--- src/hdl/assert_macros.svh ---
// Assertion macros used by the queue RTL.
// Depends on nothing; expects clk and rst_n in the scope of use.
`ifndef ASSERT_MACROS_SVH
`define ASSERT_MACROS_SVH
`ifndef ASSERT_OFF
`define ASSERT_ALWAYS(label, cond, msg) \
  label: assert property (@(posedge clk) disable iff (!rst_n) (cond)) else $error(msg);
`define ASSERT_NEXT(label, pre, post, msg) \
  label: assert property (@(posedge clk) disable iff (!rst_n) (pre) |=> (post)) else $error(msg);
`else
`define ASSERT_ALWAYS(label, cond, msg)
`define ASSERT_NEXT(label, pre, post, msg)
`endif
`endif

--- src/hdl/tcq_pkg.sv ---
// Types and constants of the timed command queue.
// Depends on nothing; used by the top level, the engine and the testbench.
`timescale 1ns / 1ps
package tcq_pkg;

  localparam logic [1:0] REQ_ENQ    = 2'd0;
  localparam logic [1:0] REQ_EXT    = 2'd1;
  localparam logic [1:0] REQ_CLR    = 2'd2;
  localparam logic [1:0] REQ_UNUSED = 2'd3;

  localparam logic [1:0] RES_ENQ  = 2'd0;
  localparam logic [1:0] RES_EXT  = 2'd1;
  localparam logic [1:0] RES_NONE = 2'd2;
  localparam logic [1:0] RES_CLR  = 2'd3;

  localparam logic [4:0] MAX_RES = 5'd16;

  localparam logic [2:0] ADDR_ZONE_CODE = 3'd0;

  typedef struct packed {
    logic [1:0]  req_type;
    logic [63:0] apply_time;
    logic [7:0]  cmd_kind;
    logic [7:0]  zone_number;
    logic [63:0] cmd_payload;
    logic [63:0] now_time;
    logic [4:0]  max_out;
  } in_beat_t;

  typedef struct packed {
    logic [1:0]  result_kind;
    logic        accepted;
    logic        was_coalesced;
    logic [63:0] out_apply_time;
    logic [7:0]  out_cmd_kind;
    logic [7:0]  out_zone;
    logic [63:0] out_payload;
    logic        last_of_run;
    logic [4:0]  queue_count;
    logic        next_due_valid;
    logic [63:0] next_due_time;
  } out_beat_t;

  typedef struct packed {
    logic [63:0] e_time;
    logic [7:0]  e_kind;
    logic [7:0]  e_zone;
    logic [63:0] e_data;
  } entry_t;

  localparam int ENTRY_W = $bits(entry_t);

endpackage

--- src/hdl/timed_command_queue.sv ---
// Top level of the timed command queue: register port, sequencer and result register.
// Depends on tcq_pkg and tcq_engine.
`timescale 1ns / 1ps
// Usage
// The block holds up to QUEUE_DEPTH commands sorted by apply time in one RAM
// used as a ring buffer. Requests arrive as beats on the in_ channel; every
// request (except the unused code, which is taken and dropped) yields one or
// more result beats on the out_ channel, the last flagged by last_of_run.
// An enqueue walks from the tail towards the head, moving each later entry up
// by one; on a full queue it instead searches from the head for an entry to
// coalesce with and overwrites that entry in place.
// An extract first counts the due entries, then, if entries remain, reads the
// new head, and streams the popped entries as one beat each.
// A clear goes from the idle state straight to its single result beat.
// The single RAM read port sets the pace; one request is worked on at a
// time and in_ready is high only while the sequencer is idle.
// A result register decouples the sequencer from the receiver: when out_ready
// is low the beat is held and the sequencer waits for the slot to empty.
// Reset empties the queue and sets the zone-update code to 1; RAM contents are
// left as they are, since only entries below the count are ever read.
module timed_command_queue #(
  parameter int QUEUE_DEPTH = 16
) (
  input  logic               clk,
  input  logic               rst_n,
  input  logic               in_valid,
  output logic               in_ready,
  input  tcq_pkg::in_beat_t  in_data,
  output logic               out_valid,
  input  logic               out_ready,
  output tcq_pkg::out_beat_t out_data,
  input  logic               psel,
  input  logic               penable,
  input  logic               pwrite,
  input  logic [2:0]         paddr,
  input  logic [31:0]        pwdata,
  output logic [31:0]        prdata,
  output logic               pready
);
  import tcq_pkg::*;

  logic [7:0] zone_code_r, zone_code_nxt;
  logic       out_valid_r, out_valid_nxt;
  out_beat_t  out_data_r, out_data_nxt;
  logic       res_valid, res_ready;
  out_beat_t  res_data;

  // The register is written in the access phase of an APB write.
  assign pready = 1'b1;
  assign prdata = (paddr == ADDR_ZONE_CODE) ? {24'd0, zone_code_r} : 32'd0;

  always_comb begin
    zone_code_nxt = zone_code_r;
    if (psel && penable && pwrite && (paddr == ADDR_ZONE_CODE)) begin
      zone_code_nxt = pwdata[7:0];
    end
  end

  tcq_engine #(
    .QUEUE_DEPTH(QUEUE_DEPTH)
  ) u_engine (
    .clk      (clk),
    .rst_n    (rst_n),
    .in_valid (in_valid),
    .in_ready (in_ready),
    .in_data  (in_data),
    .zone_code(zone_code_r),
    .res_valid(res_valid),
    .res_ready(res_ready),
    .res_data (res_data)
  );

  // The result register takes a new beat whenever it is empty or being drained.
  assign res_ready = !out_valid_r || out_ready;

  always_comb begin
    out_valid_nxt = out_valid_r;
    out_data_nxt  = out_data_r;
    if (res_valid && res_ready) begin
      out_valid_nxt = 1'b1;
      out_data_nxt  = res_data;
    end else if (out_ready) begin
      out_valid_nxt = 1'b0;
    end
  end

  always_ff @(posedge clk) begin
    if (!rst_n) begin
      zone_code_r <= 8'd1;
      out_valid_r <= 1'b0;
    end else begin
      zone_code_r <= zone_code_nxt;
      out_valid_r <= out_valid_nxt;
    end
  end

  always_ff @(posedge clk) begin
    out_data_r <= out_data_nxt;
  end

  assign out_valid = out_valid_r;
  assign out_data  = out_data_r;
endmodule

--- src/hdl/tcq_ram.sv ---
// Generic single-port-write, single-port-read RAM with registered read.
// Depends on nothing.
`timescale 1ns / 1ps
module tcq_ram #(
  parameter int WIDTH = 8,
  parameter int DEPTH = 16
) (
  input  logic                                   clk,
  input  logic                                   we,
  input  logic [((DEPTH > 1) ? $clog2(DEPTH) : 1)-1:0] waddr,
  input  logic [WIDTH-1:0]                       wdata,
  input  logic                                   re,
  input  logic [((DEPTH > 1) ? $clog2(DEPTH) : 1)-1:0] raddr,
  output logic [WIDTH-1:0]                       rdata
);
  logic [WIDTH-1:0] mem [DEPTH];

  always_ff @(posedge clk) begin
    if (we) begin
      mem[waddr] <= wdata;
    end
    if (re) begin
      rdata <= mem[raddr];
    end
  end
endmodule

--- src/hdl/tcq_engine.sv ---
// Sequencer of the queue: insert, coalesce, extract and clear over the entry RAM.
// Depends on tcq_pkg, tcq_ram and assert_macros.svh.
`timescale 1ns / 1ps
`include "assert_macros.svh"
module tcq_engine #(
  parameter int QUEUE_DEPTH = 16
) (
  input  logic               clk,
  input  logic               rst_n,
  input  logic               in_valid,
  output logic               in_ready,
  input  tcq_pkg::in_beat_t  in_data,
  input  logic [7:0]         zone_code,
  output logic               res_valid,
  input  logic               res_ready,
  output tcq_pkg::out_beat_t res_data
);
  import tcq_pkg::*;

  localparam int AW = (QUEUE_DEPTH > 1) ? $clog2(QUEUE_DEPTH) : 1;
  localparam int CW = $clog2(QUEUE_DEPTH + 1);
  localparam int SW = ((AW > CW) ? AW : CW) + 1;
  localparam int PW = (CW > 5) ? CW : 5;

  typedef enum logic [11:0] {
    S_IDLE     = 12'b000000000001,
    S_INS_RD   = 12'b000000000010,
    S_INS_CHK  = 12'b000000000100,
    S_CO_RD    = 12'b000000001000,
    S_CO_CHK   = 12'b000000010000,
    S_CNT_RD   = 12'b000000100000,
    S_CNT_CHK  = 12'b000001000000,
    S_HEAD_RD  = 12'b000010000000,
    S_HEAD_CAP = 12'b000100000000,
    S_EMIT_ONE = 12'b001000000000,
    S_EMIT_RD  = 12'b010000000000,
    S_EMIT_WR  = 12'b100000000000
  } state_t;

  state_t          state_r, state_nxt;
  in_beat_t        req_r, req_nxt;
  logic [CW-1:0]   count_r, count_nxt;
  logic [AW-1:0]   head_r, head_nxt;
  logic [AW-1:0]   old_head_r, old_head_nxt;
  logic [CW-1:0]   idx_r, idx_nxt;
  logic [CW-1:0]   nout_r, nout_nxt;
  logic            acc_r, acc_nxt;
  logic            coal_r, coal_nxt;
  logic            stop_r, stop_nxt;
  logic [1:0]      kind_r, kind_nxt;
  logic [63:0]     head_time_r, head_time_nxt;

  logic               ram_we, ram_re;
  logic [AW-1:0]      ram_waddr, ram_raddr;
  logic [ENTRY_W-1:0] ram_wdata, ram_rdata;
  entry_t             rd_ent, new_ent;
  logic [4:0]         lim;
  logic               more;
  logic               match;

  // Ring-buffer position of logical offset off from base.
  function automatic logic [AW-1:0] phys(input logic [AW-1:0] base, input logic [CW-1:0] off);
    logic [SW-1:0] sum;
    sum = SW'(base) + SW'(off);
    if (sum >= SW'(QUEUE_DEPTH)) begin
      sum = sum - SW'(QUEUE_DEPTH);
    end
    return sum[AW-1:0];
  endfunction

  tcq_ram #(
    .WIDTH(ENTRY_W),
    .DEPTH(QUEUE_DEPTH)
  ) u_ram (
    .clk  (clk),
    .we   (ram_we),
    .waddr(ram_waddr),
    .wdata(ram_wdata),
    .re   (ram_re),
    .raddr(ram_raddr),
    .rdata(ram_rdata)
  );

  assign rd_ent = entry_t'(ram_rdata);
  assign new_ent = '{e_time: req_r.apply_time, e_kind: req_r.cmd_kind,
                     e_zone: req_r.zone_number, e_data: req_r.cmd_payload};
  assign lim = (req_r.max_out > MAX_RES) ? MAX_RES : req_r.max_out;
  assign more = !stop_r && (PW'(idx_r) < PW'(lim)) && (idx_r < count_r);
  assign match = (rd_ent.e_kind == req_r.cmd_kind) &&
                 ((req_r.cmd_kind != zone_code) || (rd_ent.e_zone == req_r.zone_number));
  assign in_ready = (state_r == S_IDLE);

  always_comb begin
    state_nxt     = state_r;
    req_nxt       = req_r;
    count_nxt     = count_r;
    head_nxt      = head_r;
    old_head_nxt  = old_head_r;
    idx_nxt       = idx_r;
    nout_nxt      = nout_r;
    acc_nxt       = acc_r;
    coal_nxt      = coal_r;
    stop_nxt      = stop_r;
    kind_nxt      = kind_r;
    head_time_nxt = head_time_r;
    ram_we        = 1'b0;
    ram_waddr     = head_r;
    ram_wdata     = new_ent;
    ram_re        = 1'b0;
    ram_raddr     = head_r;
    res_valid     = 1'b0;
    res_data      = '0;
    res_data.queue_count    = 5'(count_r);
    res_data.next_due_valid = (count_r != '0);
    res_data.next_due_time  = (count_r != '0) ? head_time_r : 64'd0;

    case (state_r)
      S_IDLE: begin
        if (in_valid) begin
          req_nxt  = in_data;
          acc_nxt  = 1'b0;
          coal_nxt = 1'b0;
          stop_nxt = 1'b0;
          kind_nxt = RES_ENQ;
          case (in_data.req_type)
            REQ_ENQ: begin
              if (count_r == CW'(QUEUE_DEPTH)) begin
                idx_nxt   = '0;
                state_nxt = S_CO_RD;
              end else begin
                idx_nxt   = count_r;
                state_nxt = S_INS_RD;
              end
            end
            REQ_EXT: begin
              idx_nxt   = '0;
              state_nxt = S_CNT_RD;
            end
            REQ_CLR: begin
              count_nxt = '0;
              head_nxt  = '0;
              kind_nxt  = RES_CLR;
              state_nxt = S_EMIT_ONE;
            end
            default: begin
              state_nxt = S_IDLE;
            end
          endcase
        end
      end
      S_INS_RD: begin
        if (idx_r == '0) begin
          ram_we    = 1'b1;
          ram_waddr = head_r;
          count_nxt = count_r + CW'(1);
          acc_nxt   = 1'b1;
          state_nxt = S_HEAD_RD;
        end else begin
          ram_re    = 1'b1;
          ram_raddr = phys(head_r, idx_r - CW'(1));
          state_nxt = S_INS_CHK;
        end
      end
      S_INS_CHK: begin
        ram_we    = 1'b1;
        ram_waddr = phys(head_r, idx_r);
        if (req_r.apply_time < rd_ent.e_time) begin
          ram_wdata = ram_rdata;
          idx_nxt   = idx_r - CW'(1);
          state_nxt = S_INS_RD;
        end else begin
          count_nxt = count_r + CW'(1);
          acc_nxt   = 1'b1;
          state_nxt = S_HEAD_RD;
        end
      end
      S_CO_RD: begin
        if (idx_r == count_r) begin
          state_nxt = S_HEAD_RD;
        end else begin
          ram_re    = 1'b1;
          ram_raddr = phys(head_r, idx_r);
          state_nxt = S_CO_CHK;
        end
      end
      S_CO_CHK: begin
        if (match) begin
          ram_we    = 1'b1;
          ram_waddr = phys(head_r, idx_r);
          acc_nxt   = 1'b1;
          coal_nxt  = 1'b1;
          state_nxt = S_HEAD_RD;
        end else begin
          idx_nxt   = idx_r + CW'(1);
          state_nxt = S_CO_RD;
        end
      end
      S_CNT_RD: begin
        if (more) begin
          ram_re    = 1'b1;
          ram_raddr = phys(head_r, idx_r);
          state_nxt = S_CNT_CHK;
        end else begin
          nout_nxt     = idx_r;
          old_head_nxt = head_r;
          head_nxt     = phys(head_r, idx_r);
          count_nxt    = count_r - idx_r;
          idx_nxt      = '0;
          kind_nxt     = (idx_r == '0) ? RES_NONE : RES_EXT;
          if (count_r != idx_r) begin
            state_nxt = S_HEAD_RD;
          end else if (idx_r == '0) begin
            state_nxt = S_EMIT_ONE;
          end else begin
            state_nxt = S_EMIT_RD;
          end
        end
      end
      S_CNT_CHK: begin
        if (rd_ent.e_time <= req_r.now_time) begin
          idx_nxt = idx_r + CW'(1);
        end else begin
          stop_nxt = 1'b1;
        end
        state_nxt = S_CNT_RD;
      end
      S_HEAD_RD: begin
        ram_re    = 1'b1;
        ram_raddr = head_r;
        state_nxt = S_HEAD_CAP;
      end
      S_HEAD_CAP: begin
        head_time_nxt = rd_ent.e_time;
        state_nxt     = (kind_r == RES_EXT) ? S_EMIT_RD : S_EMIT_ONE;
      end
      S_EMIT_ONE: begin
        res_valid              = 1'b1;
        res_data.result_kind   = kind_r;
        res_data.accepted      = acc_r;
        res_data.was_coalesced = coal_r;
        res_data.last_of_run   = 1'b1;
        if (res_ready) begin
          state_nxt = S_IDLE;
        end
      end
      S_EMIT_RD: begin
        ram_re    = 1'b1;
        ram_raddr = phys(old_head_r, idx_r);
        state_nxt = S_EMIT_WR;
      end
      S_EMIT_WR: begin
        res_valid               = 1'b1;
        res_data.result_kind    = RES_EXT;
        res_data.out_apply_time = rd_ent.e_time;
        res_data.out_cmd_kind   = rd_ent.e_kind;
        res_data.out_zone       = rd_ent.e_zone;
        res_data.out_payload    = rd_ent.e_data;
        res_data.last_of_run    = (idx_r + CW'(1) == nout_r);
        if (res_ready) begin
          idx_nxt   = idx_r + CW'(1);
          state_nxt = (idx_r + CW'(1) == nout_r) ? S_IDLE : S_EMIT_RD;
        end
      end
      default: begin
        state_nxt = S_IDLE;
      end
    endcase
  end

  always_ff @(posedge clk) begin
    if (!rst_n) begin
      state_r <= S_IDLE;
      count_r <= '0;
      head_r  <= '0;
    end else begin
      state_r <= state_nxt;
      count_r <= count_nxt;
      head_r  <= head_nxt;
    end
  end

  always_ff @(posedge clk) begin
    req_r       <= req_nxt;
    old_head_r  <= old_head_nxt;
    idx_r       <= idx_nxt;
    nout_r      <= nout_nxt;
    acc_r       <= acc_nxt;
    coal_r      <= coal_nxt;
    stop_r      <= stop_nxt;
    kind_r      <= kind_nxt;
    head_time_r <= head_time_nxt;
  end

  `ASSERT_ALWAYS(a_count_bound, count_r <= CW'(QUEUE_DEPTH), "queue count beyond depth")
  `ASSERT_ALWAYS(a_head_bound, SW'(head_r) < SW'(QUEUE_DEPTH), "head pointer out of range")
  `ASSERT_ALWAYS(a_no_rw_clash, !(ram_we && ram_re) || (ram_waddr != ram_raddr), "RAM read and write hit one entry")
  `ASSERT_NEXT(a_emit_hold, (state_r == S_EMIT_WR) && !res_ready, (state_r == S_EMIT_WR) && $stable(ram_rdata), "stalled extracted entry changed")
endmodule

--- config.mk ---
export PLATFORM = sky130hd
export DESIGN_NAME = timed_command_queue
export DESIGN_NICKNAME = d
export VERILOG_FILES = /design/src/hdl/tcq_pkg.sv /design/src/hdl/timed_command_queue.sv /design/src/hdl/tcq_ram.sv /design/src/hdl/tcq_engine.sv
export VERILOG_INCLUDE_DIRS = /design/src /design/src/hdl
export SDC_FILE = /design/constraint.sdc
export NUM_CORES = 2
export LEC_CHECK = 0
export ABC_AREA = 1
export BUFFER_PORTS_ARGS = -buffer_cell sky130_fd_sc_hd__buf_2
export CORE_ASPECT_RATIO = 1.5
export CORE_MARGIN = 3
export CORE_UTILIZATION = 55
export CTS_CLUSTER_SIZE = 20
export DETAILED_ROUTE_END_ITERATION = 12
export HOLD_SLACK_MARGIN = 0.15
export PLACE_DENSITY = 0.72
export SYNTH_ARGS = -nofsm -noshare
export SYNTH_HDL_FRONTEND = slang
export SYNTH_SLANG_ARGS = --single-unit
--- constraint.sdc ---
create_clock -name clk -period 21.5 [get_ports clk]
set_clock_uncertainty 0.2 [all_clocks]
set_input_delay 4.3 -clock clk [delete_from_list [all_inputs] [get_ports clk]]
set_output_delay 4.3 -clock clk [all_outputs]
set_load 0.02 [all_outputs]
==> results.env <==
SYNTH.TOP_CELL.AREA_SHARE=0.688
TIMING.FINAL.MAX_SLEW_VIOLATIONS=0
ARRIVAL_NS=5.08
VIAS=87900
CTS_TREE='done'
WORSTSETUPSTARTPOINTTYPE='primary input'
POST_ROUTE_CELLS_DRIVE_ABOVE_1_SHARE=0.0952
P_PER_AREA_mW_PER_MM2=89.5
FINAL_HOLD_VIOL_COUNT=0
SYNTH.AVG_CELL_AREA_UM2=11.2
DIE_HEIGHT_UM=600
GRT_OVERFLOW=0
FINISH.INSTANCE_AREA_MM2=0.143
POST-ROUTE-MIN-PERIOD_NS=9.58
CRITICAL_PATH.MAX_FANOUT=8
CLOCK_TREE.BUFFER_DEPTH=4
NUMCLOCKSINKS=2993
CTS_HTREE_LEVELS=5
DP_SLACK_NS=11.92
POST_DRT_VIA_CELL_RATIO=5.80
POST_DETAILED_ROUTING_WIRE_LENGTH_UM=339000
POSTLAYOUTCOREUTIL=0.614
MAX_CAP_VIOL_COUNT=0
MOST_USED_FLIP_FLOP_CELL_AFTER_SYNTHESIS='sky130_fd_sc_hd__edfxtp_1'
MAX_FREQ_GHz=0.104
CTS_HOLD_BUF=0
IOS=511
SYN_AREA_MM2=0.129
LARGEST_NET_DEGREE_AT_THE_START_OF_GLOBAL_ROUTING=241
FINALCRITPERIODSHARE=0.446
FIN_HOLD_WS_NS=0.287
SYNTHDISTINCTLIBCELLS=49
DRT_DRC_VIOLATIONS_LEFT=0
UNREPAIRED_SETUP_ENDPOINTS_AFTER_GLOBAL_ROUTING='false'
WORST_HOLD_PATH_TYPE='register to register'
FINAL_ANTENNA_NET_COUNT=0
CTSROOTBUFFERMASTER='sky130_fd_sc_hd__clkbuf_16'
RUN_STATUS='completed'
ANTENNA_FOUND_INITIAL=8
INITIAL_CORE_UTIL=0.554
PLACEABLECOREAREA_MM2=0.233
POST_CTS_SETUP_INSERTS=0
GRT_PASS1_VIAS=86500
CRITICAL_PATH_CLASS='primary input to output port'
GROUTE.USAGE.OVERALL=0.274
BIGGEST_AREA_CONTRIBUTORS_IN_THE_SYNTHESIZED_NETLIST='sky130_fd_sc_hd__edfxtp_1, sky130_fd_sc_hd__nand3_1, sky130_fd_sc_hd__nand2_1'
WORST_PIN_SLEW_NS=1.24
CTS_RESIZED=0
DP.FINAL_HPWL_UM=171000
CELL_ROW_COUNT=217
CRIT_PATH_END_KIND='output port'
NUMPORTBUFFERS=461
RRSETUPSLACK_NS=14.05
SYNTH-EDFF-COUNT=2963
SETUP_TNS_NS=0
POST_DRT_WL_PER_CELL_UM=22.4
SYNTH.FF_LATCH_COUNT=2993
WORST_SKEW_PAIR.LATE_LATENCY_NS=0.87
IRDROPWORSTVDD_V=0.0000817
FINAL_NETS=12300
SYN-INSTANCE-COUNT=11600
NUMCTSBUFFERS=288
REPORT.FINAL.SETUP_VIOL=0
LEAKAGE_nW=58.9
DIE_W_UM=402
YOSYSSEQAREASHARE=0.692
DRT-PASS1-ITER-COUNT=8
GRT_PASS1_WL_UM=506000
SYNTH_AREA_LEADER='sky130_fd_sc_hd__edfxtp_1'
WORSTPATHREQUIRED_NS=17.00
POST_SYNTH_MOST_FREQUENT_CELLS='sky130_fd_sc_hd__edfxtp_1, sky130_fd_sc_hd__nand3_1, sky130_fd_sc_hd__nand2_1'
SYNTHMOSTINSTANTIATEDCELL='sky130_fd_sc_hd__edfxtp_1'
MAXSLEWHEADROOM=0.173
DIE-AREA_MM2=0.241
YS.WARNINGS.COUNT=0
ASYNC_FLOP_SHARE=0
POST_DETAILED_PLACEMENT_CELL_AREA_MM2=0.134
FIRST_ITER_VIOLATIONS=10900
SYN2LAYOUT_AREA_GROWTH_PCT=10.8
CTS.CLK_SLEW.WORST_PATHS_NS=0.06
PLACE_CONGESTION=0.862
FINALWORSTSETUPSLACK_NS=11.92
## registers in the layout, indices dropped and copies added (netlist names)
| signal | count |
|---|---|
| out_data | 219 |
| u_engine.u_ram.rdata | 144 |
| u_engine.count_r | 5 |
| u_engine.old_head_r | 4 |
| u_engine.head_r | 4 |
| u_engine.kind_r | 2 |
| u_engine.idx_r | 5 |
| u_engine.new_ent | 144 |
| u_engine.req_r | 69 |
| u_engine.state_r | 12 |
| u_engine.nout_r | 5 |
| u_engine.stop_r | 1 |
| u_engine.acc_r | 1 |
| u_engine.head_time_r | 64 |
| u_engine.u_ram.mem | 2304 |
| zone_code_r | 8 |
| u_engine.coal_r | 1 |
| out_valid | 1 |
## per-stage QoR
step | std cells | power, W
after floorplan | 11600 | 0.00767
after global placement | 14700 | 0.00800
after detailed placement | 14700 | 0.00805
after CTS | 15200 | 0.0129
after global routing | 15200 | 0.0133
final | 15200 | 0.0128
## where the power goes
group	internal (W)	switching [W]	leakage, nW	total [W]
Clock	0.00275	0.00215	4.34	0.00489
Sequential	0.00670	0.0000666	27.1	0.00677
Combinational	0.000325	0.000847	27.5	0.00117
Total	0.00977	0.00306	58.9	0.0128
## per-layer routing
layer / part of all wire / vias up / global-route usage
li1: - / 39600 / -
met1: 0.39 / 42600 / 0.368
met2: 0.48 / 4889 / 0.453
met3: 0.10 / 849 / 0.0434
met4: 0.036 / 2 / 0.106
met5: 0.000038 / - / 0
## cells by family after synthesis
kind of cell / after synthesis / share of synthesized area
AO/OA/AOI/OAI: 317 / 0.0131
XOR/XNOR: 36 / 0.00244
adder cells (fa/ha/maj): 154 / 0.0151
buffers and inverters: 2528 / 0.0806
flip-flops: 2993 / 0.692
other: 2 / 0.0000581
AND/OR/NAND/NOR: 5521 / 0.196
## critical path, stage by stage
cell	delay (ns)
sky130_fd_sc_hd__buf_2	0.10
sky130_fd_sc_hd__nor3_1	0.22
sky130_fd_sc_hd__inv_1	0.17
sky130_fd_sc_hd__nor2_1	0.12
sky130_fd_sc_hd__buf_2	0.17
## cell usage in the layout (no fill, tap or decap), types with 6 or more instances in the layout
cell and count:
sky130_fd_sc_hd__a211oi_1 6, sky130_fd_sc_hd__a21oi_1 90, sky130_fd_sc_hd__a22oi_1 6, sky130_fd_sc_hd__buf_12 22
sky130_fd_sc_hd__buf_2 461, sky130_fd_sc_hd__buf_4 224, sky130_fd_sc_hd__bufinv_16 15, sky130_fd_sc_hd__clkbuf_1 61
sky130_fd_sc_hd__clkbuf_16 301, sky130_fd_sc_hd__clkinv_1 58, sky130_fd_sc_hd__clkinv_2 41, sky130_fd_sc_hd__clkinv_4 7
sky130_fd_sc_hd__clkinv_8 7, sky130_fd_sc_hd__clkinvlp_4 12, sky130_fd_sc_hd__conb_1 25, sky130_fd_sc_hd__dfxtp_1 30
sky130_fd_sc_hd__edfxtp_1 2963, sky130_fd_sc_hd__ha_1 150, sky130_fd_sc_hd__inv_1 1835, sky130_fd_sc_hd__inv_6 6
sky130_fd_sc_hd__nand2_1 2257, sky130_fd_sc_hd__nand3_1 2635, sky130_fd_sc_hd__nand3b_1 298, sky130_fd_sc_hd__nand4_1 30
sky130_fd_sc_hd__nor2_1 222, sky130_fd_sc_hd__nor2_4 22, sky130_fd_sc_hd__nor3_1 16, sky130_fd_sc_hd__o211ai_1 6
sky130_fd_sc_hd__o21ai_0 166, sky130_fd_sc_hd__o21ai_1 21, sky130_fd_sc_hd__or2_2 9, sky130_fd_sc_hd__xnor2_1 19
sky130_fd_sc_hd__xor2_1 17
## path summary, 6_finish.rpt
| check | startpoint | endpoint | cells after the start |
|---|---|---|---|
| max | paddr[1] | prdata[5] | 5 |
| min | zone_code_r[4] | zone_code_r[4] | 2 |
| max reg2reg | u_engine.idx_r[1] | u_engine.u_ram.rdata[21] | 21 |
| min reg2reg | zone_code_r[4] | zone_code_r[4] | 2 |
## layout make-up
class / count / area [µm²]
Fill cell: 17700 / 90100
Sequential cell: 2993 / 89600
Multi-Input combinational cell: 6053 / 29700
Clock buffer: 362 / 7760
Inverter: 1841 / 6920
Timing Repair Buffer: 707 / 4430
Tap cell: 3066 / 3840
Clock inverter: 143 / 1170
Antenna cell: 2 / 5.00
Power figures use the tool's default switching activity.
